$ cat src/rtl/spq_pkg.sv
package spq_pkg;

    localparam int QUEUE_DEPTH_DEF   = 16;
    localparam int HISTORY_DEPTH_DEF = 16;
    localparam int ID_W    = 31;
    localparam int AGE_W   = 8;
    localparam int PHONE_W = 34;
    localparam int PRIO_W  = 2;
    localparam int REC_W   = ID_W + AGE_W + PHONE_W + PRIO_W;
    localparam int CNT_W   = 5;

    localparam logic [PHONE_W-1:0] PHONE_MIN = PHONE_W'(64'd1000000000);
    localparam logic [PHONE_W-1:0] PHONE_MAX = PHONE_W'(64'd9999999999);

    typedef enum logic [2:0] {
        MODE_ADMIT   = 3'd0,
        MODE_SERVE   = 3'd1,
        MODE_SEARCH  = 3'd2,
        MODE_COUNT   = 3'd3,
        MODE_LIST    = 3'd4,
        MODE_LISTPRI = 3'd5,
        MODE_HIST    = 3'd6,
        MODE_LASTSRV = 3'd7
    } mode_t;

    typedef enum logic [2:0] {
        ST_OK        = 3'd0,
        ST_EMPTY     = 3'd1,
        ST_FULL      = 3'd2,
        ST_BAD_PRIO  = 3'd3,
        ST_BAD_PHONE = 3'd4,
        ST_NOT_FOUND = 3'd5,
        ST_HIST_EMPTY = 3'd6
    } status_t;

    typedef struct packed {
        logic [ID_W-1:0]    id;
        logic [AGE_W-1:0]   age;
        logic [PHONE_W-1:0] phone;
        logic [PRIO_W-1:0]  prio;
    } rec_t;

    typedef enum logic [3:0] {
        S_IDLE,
        S_SCAN_RD,     // issue queue read
        S_SCAN_CHK,    // compare read data
        S_SHIFT_RD,    // read entry to move
        S_SHIFT_WR,    // write moved entry
        S_HIST_RD,
        S_HIST_CHK,
        S_OUT          // result held until taken
    } state_t;

endpackage

$ cat src/rtl/spq_ram.sv
module spq_ram #(
    parameter int WIDTH = 8,
    parameter int DEPTH = 16
) (
    input  logic                     clk,
    input  logic                     we,
    input  logic [$clog2(DEPTH)-1:0] waddr,
    input  logic [WIDTH-1:0]         wdata,
    input  logic [$clog2(DEPTH)-1:0] raddr,
    output logic [WIDTH-1:0]         rdata
);
    logic [WIDTH-1:0] mem [DEPTH];

    always_ff @(posedge clk)
    begin
        if (we)
        begin
            mem[waddr] <= wdata;
        end
        rdata <= mem[raddr];
    end
endmodule

$ cat src/rtl/spq_ctrl.sv
module spq_ctrl #(
    parameter int QUEUE_DEPTH   = spq_pkg::QUEUE_DEPTH_DEF,
    parameter int HISTORY_DEPTH = spq_pkg::HISTORY_DEPTH_DEF,
    localparam int QA_W = $clog2(QUEUE_DEPTH),
    localparam int HA_W = (HISTORY_DEPTH > 1) ? $clog2(HISTORY_DEPTH) : 1
) (
    input  logic                        clk,
    input  logic                        rst_n,
    input  logic                        in_valid,
    output logic                        in_stall,
    input  logic [2:0]                  in_mode,
    input  spq_pkg::rec_t               in_rec,
    input  logic [2:0]                  in_prio_full,
    input  logic [spq_pkg::ID_W-1:0]    in_qid,
    input  logic [2:0]                  in_qprio,
    output logic                        q_we,
    output logic [QA_W-1:0]             q_waddr,
    output spq_pkg::rec_t               q_wdata,
    output logic [QA_W-1:0]             q_raddr,
    input  spq_pkg::rec_t               q_rdata,
    output logic                        h_we,
    output logic [HA_W-1:0]             h_waddr,
    output spq_pkg::rec_t               h_wdata,
    output logic [HA_W-1:0]             h_raddr,
    input  spq_pkg::rec_t               h_rdata,
    output logic                        out_valid,
    input  logic                        out_stall,
    output logic [2:0]                  out_status,
    output spq_pkg::rec_t               out_rec,
    output logic [spq_pkg::CNT_W-1:0]   out_wcnt,
    output logic [spq_pkg::CNT_W-1:0]   out_hcnt,
    output logic                        out_last,
    output logic                        busy
);
    import spq_pkg::*;

    localparam int QC_W = $clog2(QUEUE_DEPTH + 1);
    localparam int HC_W = $clog2(HISTORY_DEPTH + 1);

    state_t state_reg, state_next;
    mode_t  mode_reg, mode_next;
    rec_t   rec_reg, rec_next;
    logic [ID_W-1:0] qid_reg, qid_next;
    logic [2:0] qprio_reg, qprio_next;
    logic [QC_W-1:0] fill_reg, fill_next;
    logic [HC_W-1:0] hfill_reg, hfill_next;
    logic [HA_W-1:0] htop_reg, htop_next;
    logic [QC_W-1:0] idx_reg, idx_next;   // scan / shift index
    logic [QC_W-1:0] pos_reg, pos_next;   // insert point
    logic [HC_W-1:0] hidx_reg, hidx_next;
    rec_t   hold_reg, hold_next;          // record pending in shift
    logic   have_reg, have_next;          // a match held in hold_reg
    logic   after_reg, after_next;        // state after S_OUT
    logic [2:0] ost_reg, ost_next;
    rec_t   orec_reg, orec_next;
    logic   olast_reg, olast_next;

    // cycle-wide shared compare on the read record
    logic match;
    logic [QC_W-1:0] idx_inc;
    logic [HA_W-1:0] hslot;

    assign idx_inc = idx_reg + QC_W'(1);

    function automatic logic [HA_W-1:0] slot_back(logic [HA_W-1:0] top,
                                                   logic [HC_W-1:0] back);
        logic [HC_W+HA_W:0] s;
        begin
            s = (HC_W+HA_W+1)'(top) + (HC_W+HA_W+1)'(2*HISTORY_DEPTH - 1)
                - (HC_W+HA_W+1)'(back);
            // back < depth so s < 3*depth: two conditional subtracts
            if (s >= (HC_W+HA_W+1)'(2*HISTORY_DEPTH))
            begin
                s = s - (HC_W+HA_W+1)'(2*HISTORY_DEPTH);
            end
            else if (s >= (HC_W+HA_W+1)'(HISTORY_DEPTH))
            begin
                s = s - (HC_W+HA_W+1)'(HISTORY_DEPTH);
            end
            slot_back = HA_W'(s);
        end
    endfunction

    assign hslot = slot_back(htop_reg, hidx_reg);

    always_comb
    begin
        unique case (mode_reg)
            MODE_ADMIT:   match = (3'(q_rdata.prio) > 3'(rec_reg.prio));
            MODE_SEARCH:  match = (q_rdata.id == qid_reg);
            default:      match = (3'(q_rdata.prio) == qprio_reg);
        endcase
    end

    assign in_stall   = (state_reg != S_IDLE);
    assign busy       = (state_reg != S_IDLE);
    assign out_valid  = (state_reg == S_OUT);
    assign out_status = ost_reg;
    assign out_rec    = orec_reg;
    assign out_last   = olast_reg;
    assign out_wcnt   = CNT_W'(fill_reg);
    assign out_hcnt   = CNT_W'(hfill_reg);

    always_ff @(posedge clk or negedge rst_n)
    begin
        if (!rst_n)
        begin
            state_reg <= S_IDLE;
            fill_reg  <= '0;
            hfill_reg <= '0;
            htop_reg  <= '0;
        end
        else
        begin
            state_reg <= state_next;
            fill_reg  <= fill_next;
            hfill_reg <= hfill_next;
            htop_reg  <= htop_next;
        end
    end

    always_ff @(posedge clk)
    begin
        mode_reg  <= mode_next;
        rec_reg   <= rec_next;
        qid_reg   <= qid_next;
        qprio_reg <= qprio_next;
        idx_reg   <= idx_next;
        pos_reg   <= pos_next;
        hidx_reg  <= hidx_next;
        hold_reg  <= hold_next;
        have_reg  <= have_next;
        after_reg <= after_next;
        ost_reg   <= ost_next;
        orec_reg  <= orec_next;
        olast_reg <= olast_next;
    end

    always_comb
    begin
        state_next = state_reg;
        mode_next  = mode_reg;
        rec_next   = rec_reg;
        qid_next   = qid_reg;
        qprio_next = qprio_reg;
        fill_next  = fill_reg;
        hfill_next = hfill_reg;
        htop_next  = htop_reg;
        idx_next   = idx_reg;
        pos_next   = pos_reg;
        hidx_next  = hidx_reg;
        hold_next  = hold_reg;
        have_next  = have_reg;
        after_next = after_reg;
        ost_next   = ost_reg;
        orec_next  = orec_reg;
        olast_next = olast_reg;
        q_we    = 1'b0;
        q_waddr = QA_W'(idx_reg);
        q_wdata = hold_reg;
        q_raddr = QA_W'(idx_reg);
        h_we    = 1'b0;
        h_waddr = htop_reg;
        h_wdata = q_rdata;
        h_raddr = hslot;

        unique case (state_reg)
            S_IDLE:
            begin
                if (in_valid)
                begin
                    mode_next  = mode_t'(in_mode);
                    rec_next   = in_rec;
                    qid_next   = in_qid;
                    qprio_next = in_qprio;
                    idx_next   = '0;
                    hidx_next  = '0;
                    have_next  = 1'b0;
                    after_next = 1'b0;
                    ost_next   = ST_OK;
                    orec_next  = '0;
                    olast_next = 1'b1;
                    state_next = S_OUT;
                    unique case (mode_t'(in_mode))
                        MODE_ADMIT:
                        begin
                            if (in_rec.phone < PHONE_MIN || in_rec.phone > PHONE_MAX)
                                ost_next = ST_BAD_PHONE;
                            else if (in_prio_full < 3'd1 || in_prio_full > 3'd3)
                                ost_next = ST_BAD_PRIO;
                            else if (fill_reg >= QC_W'(QUEUE_DEPTH))
                                ost_next = ST_FULL;
                            else if (fill_reg == '0)
                            begin
                                pos_next   = '0;
                                idx_next   = '0;
                                state_next = S_SHIFT_WR;
                                hold_next  = in_rec;
                            end
                            else
                                state_next = S_SCAN_RD;
                        end
                        MODE_COUNT: ost_next = ST_OK;
                        MODE_HIST, MODE_LASTSRV:
                        begin
                            if (hfill_reg == '0)
                                ost_next = ST_HIST_EMPTY;
                            else
                                state_next = S_HIST_RD;
                        end
                        default:
                        begin
                            if (fill_reg == '0)
                                ost_next = ST_EMPTY;
                            else
                                state_next = S_SCAN_RD;
                        end
                    endcase
                end
            end
            S_SCAN_RD:
            begin
                state_next = S_SCAN_CHK;
            end
            S_SCAN_CHK:
            begin
                unique case (mode_reg)
                    MODE_ADMIT:
                    begin
                        if (match || idx_inc == fill_reg)
                        begin
                            // insert point found: shift tail up from the back
                            pos_next  = match ? idx_reg : idx_inc;
                            idx_next  = fill_reg;
                            hold_next = rec_reg;
                            state_next = (fill_reg == (match ? idx_reg : idx_inc))
                                ? S_SHIFT_WR : S_SHIFT_RD;
                            if (fill_reg == (match ? idx_reg : idx_inc))
                                idx_next = fill_reg;
                        end
                        else
                        begin
                            idx_next   = idx_inc;
                            state_next = S_SCAN_RD;
                        end
                    end
                    MODE_SERVE:
                    begin
                        // head record read; push to history, then shift down
                        h_we      = 1'b1;
                        htop_next = (htop_reg == HA_W'(HISTORY_DEPTH - 1))
                            ? '0 : htop_reg + HA_W'(1);
                        if (hfill_reg < HC_W'(HISTORY_DEPTH))
                            hfill_next = hfill_reg + HC_W'(1);
                        orec_next  = q_rdata;
                        ost_next   = ST_OK;
                        olast_next = 1'b1;
                        idx_next   = QC_W'(1);
                        state_next = (fill_reg == QC_W'(1)) ? S_OUT : S_SHIFT_RD;
                        if (fill_reg == QC_W'(1))
                            fill_next = '0;
                    end
                    MODE_SEARCH:
                    begin
                        if (match)
                        begin
                            orec_next  = q_rdata;
                            state_next = S_OUT;
                        end
                        else if (idx_inc == fill_reg)
                        begin
                            ost_next   = ST_NOT_FOUND;
                            state_next = S_OUT;
                        end
                        else
                        begin
                            idx_next   = idx_inc;
                            state_next = S_SCAN_RD;
                        end
                    end
                    MODE_LIST:
                    begin
                        orec_next  = q_rdata;
                        olast_next = (idx_inc == fill_reg);
                        after_next = (idx_inc != fill_reg);
                        idx_next   = idx_inc;
                        state_next = S_OUT;
                    end
                    default:
                    begin
                        // by priority: a match is held one step so the
                        // last flag is known when the next one turns up
                        if (match && have_reg)
                        begin
                            orec_next  = hold_reg;
                            olast_next = 1'b0;
                            after_next = 1'b1;
                            hold_next  = q_rdata;
                            state_next = S_OUT;
                        end
                        else if (match)
                        begin
                            hold_next = q_rdata;
                            have_next = 1'b1;
                        end
                        if (idx_inc == fill_reg)
                        begin
                            if (have_reg || match)
                            begin
                                if (!(match && have_reg))
                                begin
                                    orec_next  = match ? q_rdata : hold_reg;
                                    olast_next = 1'b1;
                                    after_next = 1'b0;
                                end
                                else
                                begin
                                    have_next = 1'b1;
                                end
                            end
                            else
                            begin
                                ost_next   = ST_NOT_FOUND;
                                after_next = 1'b0;
                            end
                            state_next = S_OUT;
                        end
                        else if (!(match && have_reg))
                        begin
                            state_next = S_SCAN_RD;
                        end
                        idx_next = idx_inc;
                    end
                endcase
            end
            S_SHIFT_RD:
            begin
                if (mode_reg == MODE_ADMIT)
                    q_raddr = QA_W'(idx_reg - QC_W'(1));
                state_next = S_SHIFT_WR;
            end
            S_SHIFT_WR:
            begin
                q_we = 1'b1;
                if (mode_reg == MODE_ADMIT)
                begin
                    if (idx_reg == pos_reg)
                    begin
                        q_waddr    = QA_W'(pos_reg);
                        q_wdata    = rec_reg;
                        fill_next  = fill_reg + QC_W'(1);
                        orec_next  = rec_reg;
                        ost_next   = ST_OK;
                        olast_next = 1'b1;
                        state_next = S_OUT;
                    end
                    else
                    begin
                        q_waddr    = QA_W'(idx_reg);
                        q_wdata    = q_rdata;
                        idx_next   = idx_reg - QC_W'(1);
                        state_next = (idx_reg - QC_W'(1) == pos_reg)
                            ? S_SHIFT_WR : S_SHIFT_RD;
                    end
                end
                else
                begin
                    q_waddr  = QA_W'(idx_reg - QC_W'(1));
                    q_wdata  = q_rdata;
                    idx_next = idx_inc;
                    if (idx_inc == fill_reg)
                    begin
                        fill_next  = fill_reg - QC_W'(1);
                        state_next = S_OUT;
                    end
                    else
                        state_next = S_SHIFT_RD;
                end
            end
            S_HIST_RD:
            begin
                state_next = S_HIST_CHK;
            end
            S_HIST_CHK:
            begin
                orec_next = h_rdata;
                ost_next  = ST_OK;
                if (mode_reg == MODE_LASTSRV)
                begin
                    olast_next = 1'b1;
                    after_next = 1'b0;
                end
                else
                begin
                    olast_next = (hidx_reg + HC_W'(1) == hfill_reg);
                    after_next = (hidx_reg + HC_W'(1) != hfill_reg);
                    hidx_next  = hidx_reg + HC_W'(1);
                end
                state_next = S_OUT;
            end
            S_OUT:
            begin
                if (!out_stall)
                begin
                    if (!after_reg)
                        state_next = S_IDLE;
                    else if (mode_reg == MODE_HIST)
                        state_next = S_HIST_RD;
                    else if (mode_reg == MODE_LISTPRI && have_reg &&
                             idx_reg == fill_reg)
                    begin
                        // last held match still to report
                        orec_next  = hold_reg;
                        olast_next = 1'b1;
                        after_next = 1'b0;
                    end
                    else
                        state_next = S_SCAN_RD;
                end
            end
            default:
            begin
                state_next = S_IDLE;
            end
        endcase
    end
endmodule

$ cat src/rtl/stable_priority_queue_with_history_unit.sv
// Stable priority queue with service history.
// Input channel (in_valid/in_stall) carries one request: a mode plus admit
// fields and search keys. Output channel (out_valid/out_stall) returns one
// or more results per request; last marks the final one.
// Admit, serve, search and list modes walk the stored records one RAM
// access at a time through a single compare unit under a small sequencer.
// Admit scans for the insert point, then shifts the tail up; serve reads
// the head, pushes it to history and shifts the rest down; search reads
// and compares one record at a time; lists and history read one record
// per result; list by priority also reads records that do not match.
// Count and rejected admits skip the RAM walk. in_stall is high while a
// request is in progress; one request is handled at a time.
// Each result waits in the output register while out_stall is high; the
// sequencer holds until it is taken.
// Reset clears the queue and history fill counts and the history pointer;
// the record RAMs are not cleared since only written entries are read.
module stable_priority_queue_with_history_unit #(
    parameter int QUEUE_DEPTH   = spq_pkg::QUEUE_DEPTH_DEF,
    parameter int HISTORY_DEPTH = spq_pkg::HISTORY_DEPTH_DEF
) (
    input  logic                       clk,
    input  logic                       rst_n,
    input  logic                       in_valid,
    output logic                       in_stall,
    input  logic [2:0]                 mode,
    input  logic [spq_pkg::ID_W-1:0]    patient_id,
    input  logic [spq_pkg::AGE_W-1:0]   age,
    input  logic [spq_pkg::PHONE_W-1:0] phone,
    input  logic [2:0]                 priority_req,
    input  logic [spq_pkg::ID_W-1:0]    query_id,
    input  logic [2:0]                 query_priority,
    output logic                       out_valid,
    input  logic                       out_stall,
    output logic [2:0]                 status,
    output logic [spq_pkg::ID_W-1:0]    rec_id,
    output logic [spq_pkg::AGE_W-1:0]   rec_age,
    output logic [spq_pkg::PHONE_W-1:0] rec_phone,
    output logic [spq_pkg::PRIO_W-1:0]  rec_priority,
    output logic [spq_pkg::CNT_W-1:0]   waiting_count,
    output logic [spq_pkg::CNT_W-1:0]   history_count,
    output logic                       last
);
    import spq_pkg::*;

    localparam int QA_W = $clog2(QUEUE_DEPTH);
    localparam int HA_W = (HISTORY_DEPTH > 1) ? $clog2(HISTORY_DEPTH) : 1;

    rec_t in_rec, q_wdata, q_rdata, h_wdata, h_rdata, out_rec;
    logic q_we, h_we, busy;
    logic [QA_W-1:0] q_waddr, q_raddr;
    logic [HA_W-1:0] h_waddr, h_raddr;

    assign in_rec.id    = patient_id;
    assign in_rec.age   = age;
    assign in_rec.phone = phone;
    assign in_rec.prio  = priority_req[PRIO_W-1:0];

    // queue records in service order
    spq_ram #(.WIDTH(REC_W), .DEPTH(QUEUE_DEPTH)) u_qram (
        .clk(clk), .we(q_we), .waddr(q_waddr), .wdata(q_wdata),
        .raddr(q_raddr), .rdata(q_rdata)
    );

    // history ring, newest at top-1
    spq_ram #(.WIDTH(REC_W), .DEPTH(1 << HA_W)) u_hram (
        .clk(clk), .we(h_we), .waddr(h_waddr), .wdata(h_wdata),
        .raddr(h_raddr), .rdata(h_rdata)
    );

    spq_ctrl #(.QUEUE_DEPTH(QUEUE_DEPTH), .HISTORY_DEPTH(HISTORY_DEPTH)) u_ctrl (
        .clk(clk), .rst_n(rst_n),
        .in_valid(in_valid), .in_stall(in_stall), .in_mode(mode),
        .in_rec(in_rec), .in_prio_full(priority_req), .in_qid(query_id),
        .in_qprio(query_priority),
        .q_we(q_we), .q_waddr(q_waddr), .q_wdata(q_wdata), .q_raddr(q_raddr),
        .q_rdata(q_rdata),
        .h_we(h_we), .h_waddr(h_waddr), .h_wdata(h_wdata), .h_raddr(h_raddr),
        .h_rdata(h_rdata),
        .out_valid(out_valid), .out_stall(out_stall), .out_status(status),
        .out_rec(out_rec), .out_wcnt(waiting_count), .out_hcnt(history_count),
        .out_last(last), .busy(busy)
    );

    assign rec_id       = out_rec.id;
    assign rec_age      = out_rec.age;
    assign rec_phone    = out_rec.phone;
    assign rec_priority = out_rec.prio;

    // no request taken while one is in progress
    a_no_accept_busy: assert property (@(posedge clk) disable iff (!rst_n)
        busy |-> in_stall)
        else $error("request accepted while busy");

    // a result only appears while a request is in progress
    a_out_busy: assert property (@(posedge clk) disable iff (!rst_n)
        out_valid |-> busy)
        else $error("result with no request in progress");

    // counts never exceed the depths
    a_counts: assert property (@(posedge clk) disable iff (!rst_n)
        (waiting_count <= CNT_W'(QUEUE_DEPTH)) &&
        (history_count <= CNT_W'(HISTORY_DEPTH)))
        else $error("fill count out of range");

    // an error status never carries a record
    a_err_norec: assert property (@(posedge clk) disable iff (!rst_n)
        (out_valid && status != ST_OK) |-> (rec_id == '0 && rec_priority == '0))
        else $error("error result carries a record");
endmodule
$ cat config.mk
export PLATFORM = sky130hd
export DESIGN_NAME = stable_priority_queue_with_history_unit
export DESIGN_NICKNAME = d
export VERILOG_FILES = /design/src/rtl/spq_pkg.sv /design/src/rtl/spq_ram.sv /design/src/rtl/spq_ctrl.sv /design/src/rtl/stable_priority_queue_with_history_unit.sv
export SDC_FILE = /design/constraint.sdc
export NUM_CORES = 2
export LEC_CHECK = 0
export BUFFER_PORTS_ARGS = -buffer_cell sky130_fd_sc_hd__buf_2
export CAP_MARGIN = 20
export CORE_AREA = 3 3 505 507
export DETAILED_ROUTE_END_ITERATION = 7
export DIE_AREA = 0 0 508 510
export RECOVER_POWER = 25
export SLEW_MARGIN = 20
export SYNTH_ARGS = -nofsm -noshare
export SYNTH_HDL_FRONTEND = slang
export SYNTH_SLANG_ARGS = --single-unit
$ cat constraint.sdc
create_clock -name clk -period 6.9 [get_ports clk]
set_input_delay 0.345 -clock clk [delete_from_list [all_inputs] [get_ports clk]]
set_output_delay 0.345 -clock clk [all_outputs]
set_load 0.05 [all_outputs]
# == Word level (Yosys, flattened, before mapping) ==
# Memory sizes are Yosys's and may differ from the RTL's. A register that Yosys moved wholly into a read port is not among the register bits.
# Index checks and enable logic that the tools add are counted.
# totals
reg_bits,301
latchBits,0
ram_bits,2400
romBits,0
in_bits,117
output_inout_bits,91
wordCells,294
n_memories,2
# op_classes
addsub,11
n_mul,0
div_mod_pow,0
magnitude_cmp,9
eq_ne,62
n_shift,0
muxes,143
n_bitwise,0
reduce_logical,41
# mem_list
memory,depth,width,read_ports,rd_ports_with_merged_regs,wr,line,source
u_hram.mem,16,75,1,1,1,spq_ram.sv:12,logic [WIDTH-1:0] mem [DEPTH];
u_qram.mem,16,75,1,1,1,spq_ram.sv:12,
# op_table
cell,count
2-to-1 mux 75 bit,24
one-hot mux 75 bit (5 select lines),1
one-hot mux 75 bit (2 select lines),2
one-hot mux 75 bit (3 select lines),1
2-to-1 mux 5 bit,21
2-to-1 mux 4 bit,21
2-to-1 mux 3 bit,18
2-to-1 mux 1 bit,36
AND reduction 9 bit,4
"greater-than comparator 34 bit, second input constant",1
"less-than comparator 34 x 30 -> 1 bit, second input constant",1
one-hot mux 4 bit (8 select lines),1
== test 31 bit,1
== test 5 bit,6
one-hot mux 5 bit (2 select lines),3
one-hot mux 5 bit (3 select lines),2
"inequality test 2 bit, second input constant",14
"adder 5 x 1 -> 5 bit, second input constant",4
"== test 3 bit, second input constant",6
"inequality test 2 x 1 -> 1 bit, second input constant",9
one-hot mux 3 bit (3 select lines),2
"== test 4 x 3 -> 1 bit, second input constant",4
one-hot mux 4 bit (4 select lines),1
"inequality test 3 bit, second input constant",4
other kinds (47),79

# == Logic depth before layout (Yosys ltp) ==
# logic_depth
ltp_word,9
ltp_mapped,13
depth_no_buf,10

# == Hierarchy ==
# A second synthesis with hierarchy kept.
# hier_totals
cells_unflattened,5965
hier_area_um2,112903.3
# modules_own_cells
mod,instances,cells_per_inst,area_per_inst_um2,seq_area_each_um2
spq_ram,2,1926,46318.2,37536.0
spq_ctrl,1,2113,20266.9,8923.6

# == Least setup slack after synthesis ==
# OpenSTA, ideal clock, no wires.
# synth_timing
path_kind,reg-to-reg
startpoint,register u_ctrl.state_reg[2]
endpoint,"memory u_hram.mem[3][0] (netlist bit), enable pin"
setup_time_ns,0.600
t_arrival_ns,6.590
required_ns,6.300
setup_slack_ns,-0.290
path_stages_with_launch,7
path_buffers,1
period_less_slack_ns,7.190
cell_sequence,dfrtp_1 > clkbuf_1 > nor2_1 > nand2_1 > nor2_1 > nand2_1 > nor3_1
# synth_via
elab_chain_len,4
# synth_lines
element,line,source
start: declaration,spq_ctrl.sv:40,"state_t state_reg, state_next;"
start signal: assignment,spq_ctrl.sv:115,state_reg <= state_next;
== test 4 x 2 -> 1 bit,spq_ctrl.sv:167,unique case (state_reg)
2-to-1 mux 1 bit,spq_ctrl.sv:167,
2-to-1 mux 1 bit,spq_ram.sv:16,if (we)
2-to-1 mux 1 bit (not written as such),spq_ram.sv:18,mem[waddr] <= wdata;
end: declaration,spq_ram.sv:12,
# Every way passes these cells.

# == Worst setup path in the final report ==
# layout_timing
startpoint,register u_ctrl.state_reg[1]
endpoint,"memory u_hram.mem[7][59] (netlist bit), enable pin"
# The elaborated chain is that of the path after synthesis.

==> flow_summary_export.csv <==
group,metric,value,unit
power_and_ir_drop,power.internal,0.0407,W
global_route,grt_usage,24.3,%
final_layout,largestRegisters,"u_hram.mem (1200), u_qram.mem (1200)",
final_layout,stdcell_area,130000,um^2
floorplan,io_pins,208,
power_and_ir_drop,cellLeakagePower,41.9,nW
final_layout,area_growth,15.0,%
route,ant_nets,0,
logic_synthesis,ys.warnings.count,0,
timing,hold_viol_final,0,
timing,rsz0062_at_grt,"false",
route,drt_iter0_markers,7722,
worst_setup_path,cpPeakStageDelay,1.39,ns
floorplan,dieWidth,508,um
place,placed_cell_area,119000,um^2
final_layout,final_common_cell,"edfxtp_1",
route,via_count,61545,
clocking,cts-root-buf,"clkbuf_16",
logic_synthesis,syn_avg_cell_area,18.9,um^2
floorplan,dieArea,259000,um^2
worst_hold_path,hold_class,"in -> reg",
worst_setup_path,start_kind,"flip-flop",
power_and_ir_drop,switchingPower,0.0219,W
timing,drv_slew,77,
worst_setup_path,crit_arrival,6.31,ns
global_route,grt_max_degree,116,
clocking,clk_path_buf_depth,4,
outcome,status,"finished, violations left",
worst_setup_path,cp_cell_sequence,"clkbuf_1 > nand2_4 > nor2_1 > nand2_1 > nor2_4 > buf_12",
worst_setup_path,worstSetupPathType,"reg -> reg",
logic_synthesis,async_flop_share,0.596,%
route,top_layer_used,"met5",
timing,worst_pin_slew,1.88,ns
clocking,cts_tree,"yes",
route,first_pass_iters,7,
power_and_ir_drop,p_sw_share,34.9,%
power_and_ir_drop,p_clk_share,24.9,%
clocking,clock-sinks,2850,
clocking,postCtsSetupBuffers,0,
timing,slew_headroom,-25.3,%
logic_synthesis,synth_fp_nets,6110,
floorplan,core,251000,um^2
global_route,grt_pass1_wl,452000,um
timing,period_share,83.5,%
global_route,grt-ovfl-total,0,
worst_setup_path,rrSetupSlack,1.14,ns
timing,setup_viol,0,
logic_synthesis,synth_edf_count,2683,
outcome,violations,"max-capacitance violations, max-slew violations",
route,wl_met3,25300,um
route,drc,0,
logic_synthesis,synth_top_flop_cell,"edfxtp_1",
timing,skew,0.0496,ns
route,wl_per_cell,31.7,um
power_and_ir_drop,pwr-share-seq,40.6,%
place,pre_cts_ws,1.90,ns
clocking,cts_hold_buf,118,
final_layout,final_cell_mix,"2683 x edfxtp_1, 675 x mux4_2, 585 x nand2_1, 308 x clkbuf_16, 270 x nor2_1",
flow_run,drv_cap,3,
worst_setup_path,end_kind,"flip-flop",
worst_setup_path,crit_path_max_fanout,37,
place,gp_congestion,0.928,
route,drt_wl_total,318000,um
timing,tns,0,ns
worst_setup_path,path_buf_inv,2,
worst_setup_path,slowest_stage,"clkbuf_1",
power_and_ir_drop,vdd_drop_max,651,uV
timing,timing.hold.ws,0.120,ns
clocking,htreeDepth,5,
power_and_ir_drop,p_comb_share,34.4,%
place,dp.cells,9352,
final_layout,final_layout_size_suffix_gt1_share,22.5,%
clocking,clk_latency,0.94,ns
floorplan,die_y,510,um
clocking,clk_pin_slew,0.07,ns
logic_synthesis,synth-seq-cells,2850,
worst_setup_path,critPathTopFamily,"simple AND/OR/NAND/NOR gates",
final_layout,final_cell_count_no_fill,10025,
worst_setup_path,required,7.45,ns
global_route,grt_pass1_vias,61655,
logic_synthesis,netlist_instances,5975,
logic_synthesis,synth_area,113000,um^2
floorplan,initial_core_util,44.9,%
final_layout,nets,6567,
power_and_ir_drop,power_density,482,nW/um^2
timing,setup_slack,1.14,ns
clocking,cts_buffers,304,
route,m1WireLength,124000,um
floorplan,row_count,184,
timing,fmax,174,MHz
place,dp_hpwl,177000,um
clocking,cts_resized,0,
logic_synthesis,synth_cell_type_count,65,
route,route.met2.wl,152000,um
global_route,antenna_found_initial,24,
final_layout,fillers,20018,
route,via_per_inst,6.14,
place,numPortBuffers,207,
logic_synthesis,yosysSeqAreaShare,74.5,%
timing,period_minus_slack,5.76,ns
path summary, 6_finish.rpt:
path	to	depth (start not counted)	from
max	u_hram.mem[7][59]	6	u_ctrl.state_reg[1]
min in group asynchronous	u_ctrl.out_hcnt[0]	3	rst_n
max reg2reg	u_hram.mem[7][59]	6	u_ctrl.state_reg[1]
min reg2reg	u_ctrl.out_hcnt[4]	1	u_ctrl.out_hcnt[4]
min	u_ctrl.qid_reg[7]	2	query_id[7]
max in group asynchronous	u_ctrl.state_reg[2]	3	rst_n
cells by family (layout without fill, tap and decap cells):
kind of cell,Yosys count,count (layout),synth area share [%]
adder cells (fa/ha/maj),18,18,0.206
AND/OR/NAND/NOR,1070,1070,3.96
AO/OA/AOI/OAI,726,726,4.39
multiplexers,827,827,14.9
other,0,16,0
buffers and inverters,397,1083,1.37
flip-flops,2850,2850,74.5
XOR/XNOR,87,87,0.676
metal layers:
| metal | up-vias | track usage, % |
|---|---|---|
| met5 | - | 0 |
| met3 | 665 | 3.96 |
| met2 | 3047 | 39.0 |
| li1 | 25169 | - |
| met4 | 2 | 10.8 |
| met1 | 32662 | 33.0 |
per-stage QoR:
stage	util, %	power (W)
floorplan	-	0.0392
global placement	47.5	0.0470
detailed placement	47.5	0.0473
CTS	51.7	0.0630
global route	51.7	0.0651
finish	51.7	0.0626
layout make-up:
type / count / area, um^2 / area share (%)
antenna: 16 / 40.0 / 0.0309
clock buffer: 414 / 8400 / 6.47
multi-input combinational: 2728 / 27900 / 21.5
sequential: 2850 / 84000 / 64.8
inverter: 20 / 80.1 / 0.0618
clock inverter: 121 / 1070 / 0.825
timing repair buffer: 528 / 4030 / 3.10
tap: 3348 / 4190 / 3.23
worst reg2reg max path, stage by stage, from the launching register on:
cell and delay [ns]:
dfrtp_4 0.60, clkbuf_1 1.39, nand2_4 0.78, nor2_1 0.80, nand2_1 0.47, nor2_4 0.83
buf_12 0.37
power by group through the flow:
stage          registers (W)  logic [W]  clock network (W)
2_1_floorplan         0.0255     0.0138                  0
3_5_place_dp          0.0257     0.0216                  0
5_1_grt               0.0256     0.0229             0.0166
4_1_cts               0.0254     0.0217             0.0159
3_3_place_gp          0.0256     0.0214                  0
6_report              0.0254     0.0215             0.0156
cell usage after synthesis (4+ instances only):
| master | n | share of area [%] |
|---|---|---|
| a21oi_1 | 24 | 0.11 |
| xor2_1 | 45 | 0.35 |
| buf_2 | 45 | 0.20 |
| ha_1 | 17 | 0.19 |
| mux4_2 | 675 | 13 |
| o41ai_1 | 76 | 0.59 |
| xnor2_1 | 42 | 0.33 |
| nor2_1 | 301 | 1.0 |
| nand3_1 | 18 | 0.080 |
| nor3_1 | 25 | 0.11 |
| mux2_2 | 75 | 0.75 |
| nand2b_1 | 6 | 0.033 |
| a211oi_1 | 6 | 0.040 |
| inv_1 | 20 | 0.067 |
| or3_1 | 6 | 0.033 |
| and3_1 | 76 | 0.42 |
| dfrtp_1 | 17 | 0.38 |
| o31ai_1 | 4 | 0.027 |
| edfxtp_1 | 2683 | 71 |
| dfxtp_1 | 150 | 2.7 |
| a311oi_1 | 4 | 0.031 |
| a21o_1 | 81 | 0.54 |
| mux2i_1 | 77 | 0.68 |
| clkbuf_1 | 277 | 0.92 |
| nand4_1 | 9 | 0.050 |
| a31oi_1 | 160 | 0.89 |
| buf_1 | 55 | 0.18 |
| a22o_1 | 75 | 0.58 |
| nand2_1 | 589 | 2.0 |
| a22oi_1 | 82 | 0.55 |
| o21ai_0 | 185 | 0.82 |
| nor4_1 | 8 | 0.044 |
| and2_1 | 10 | 0.055 |
Note: power is estimated with default switching activity, not from simulation.
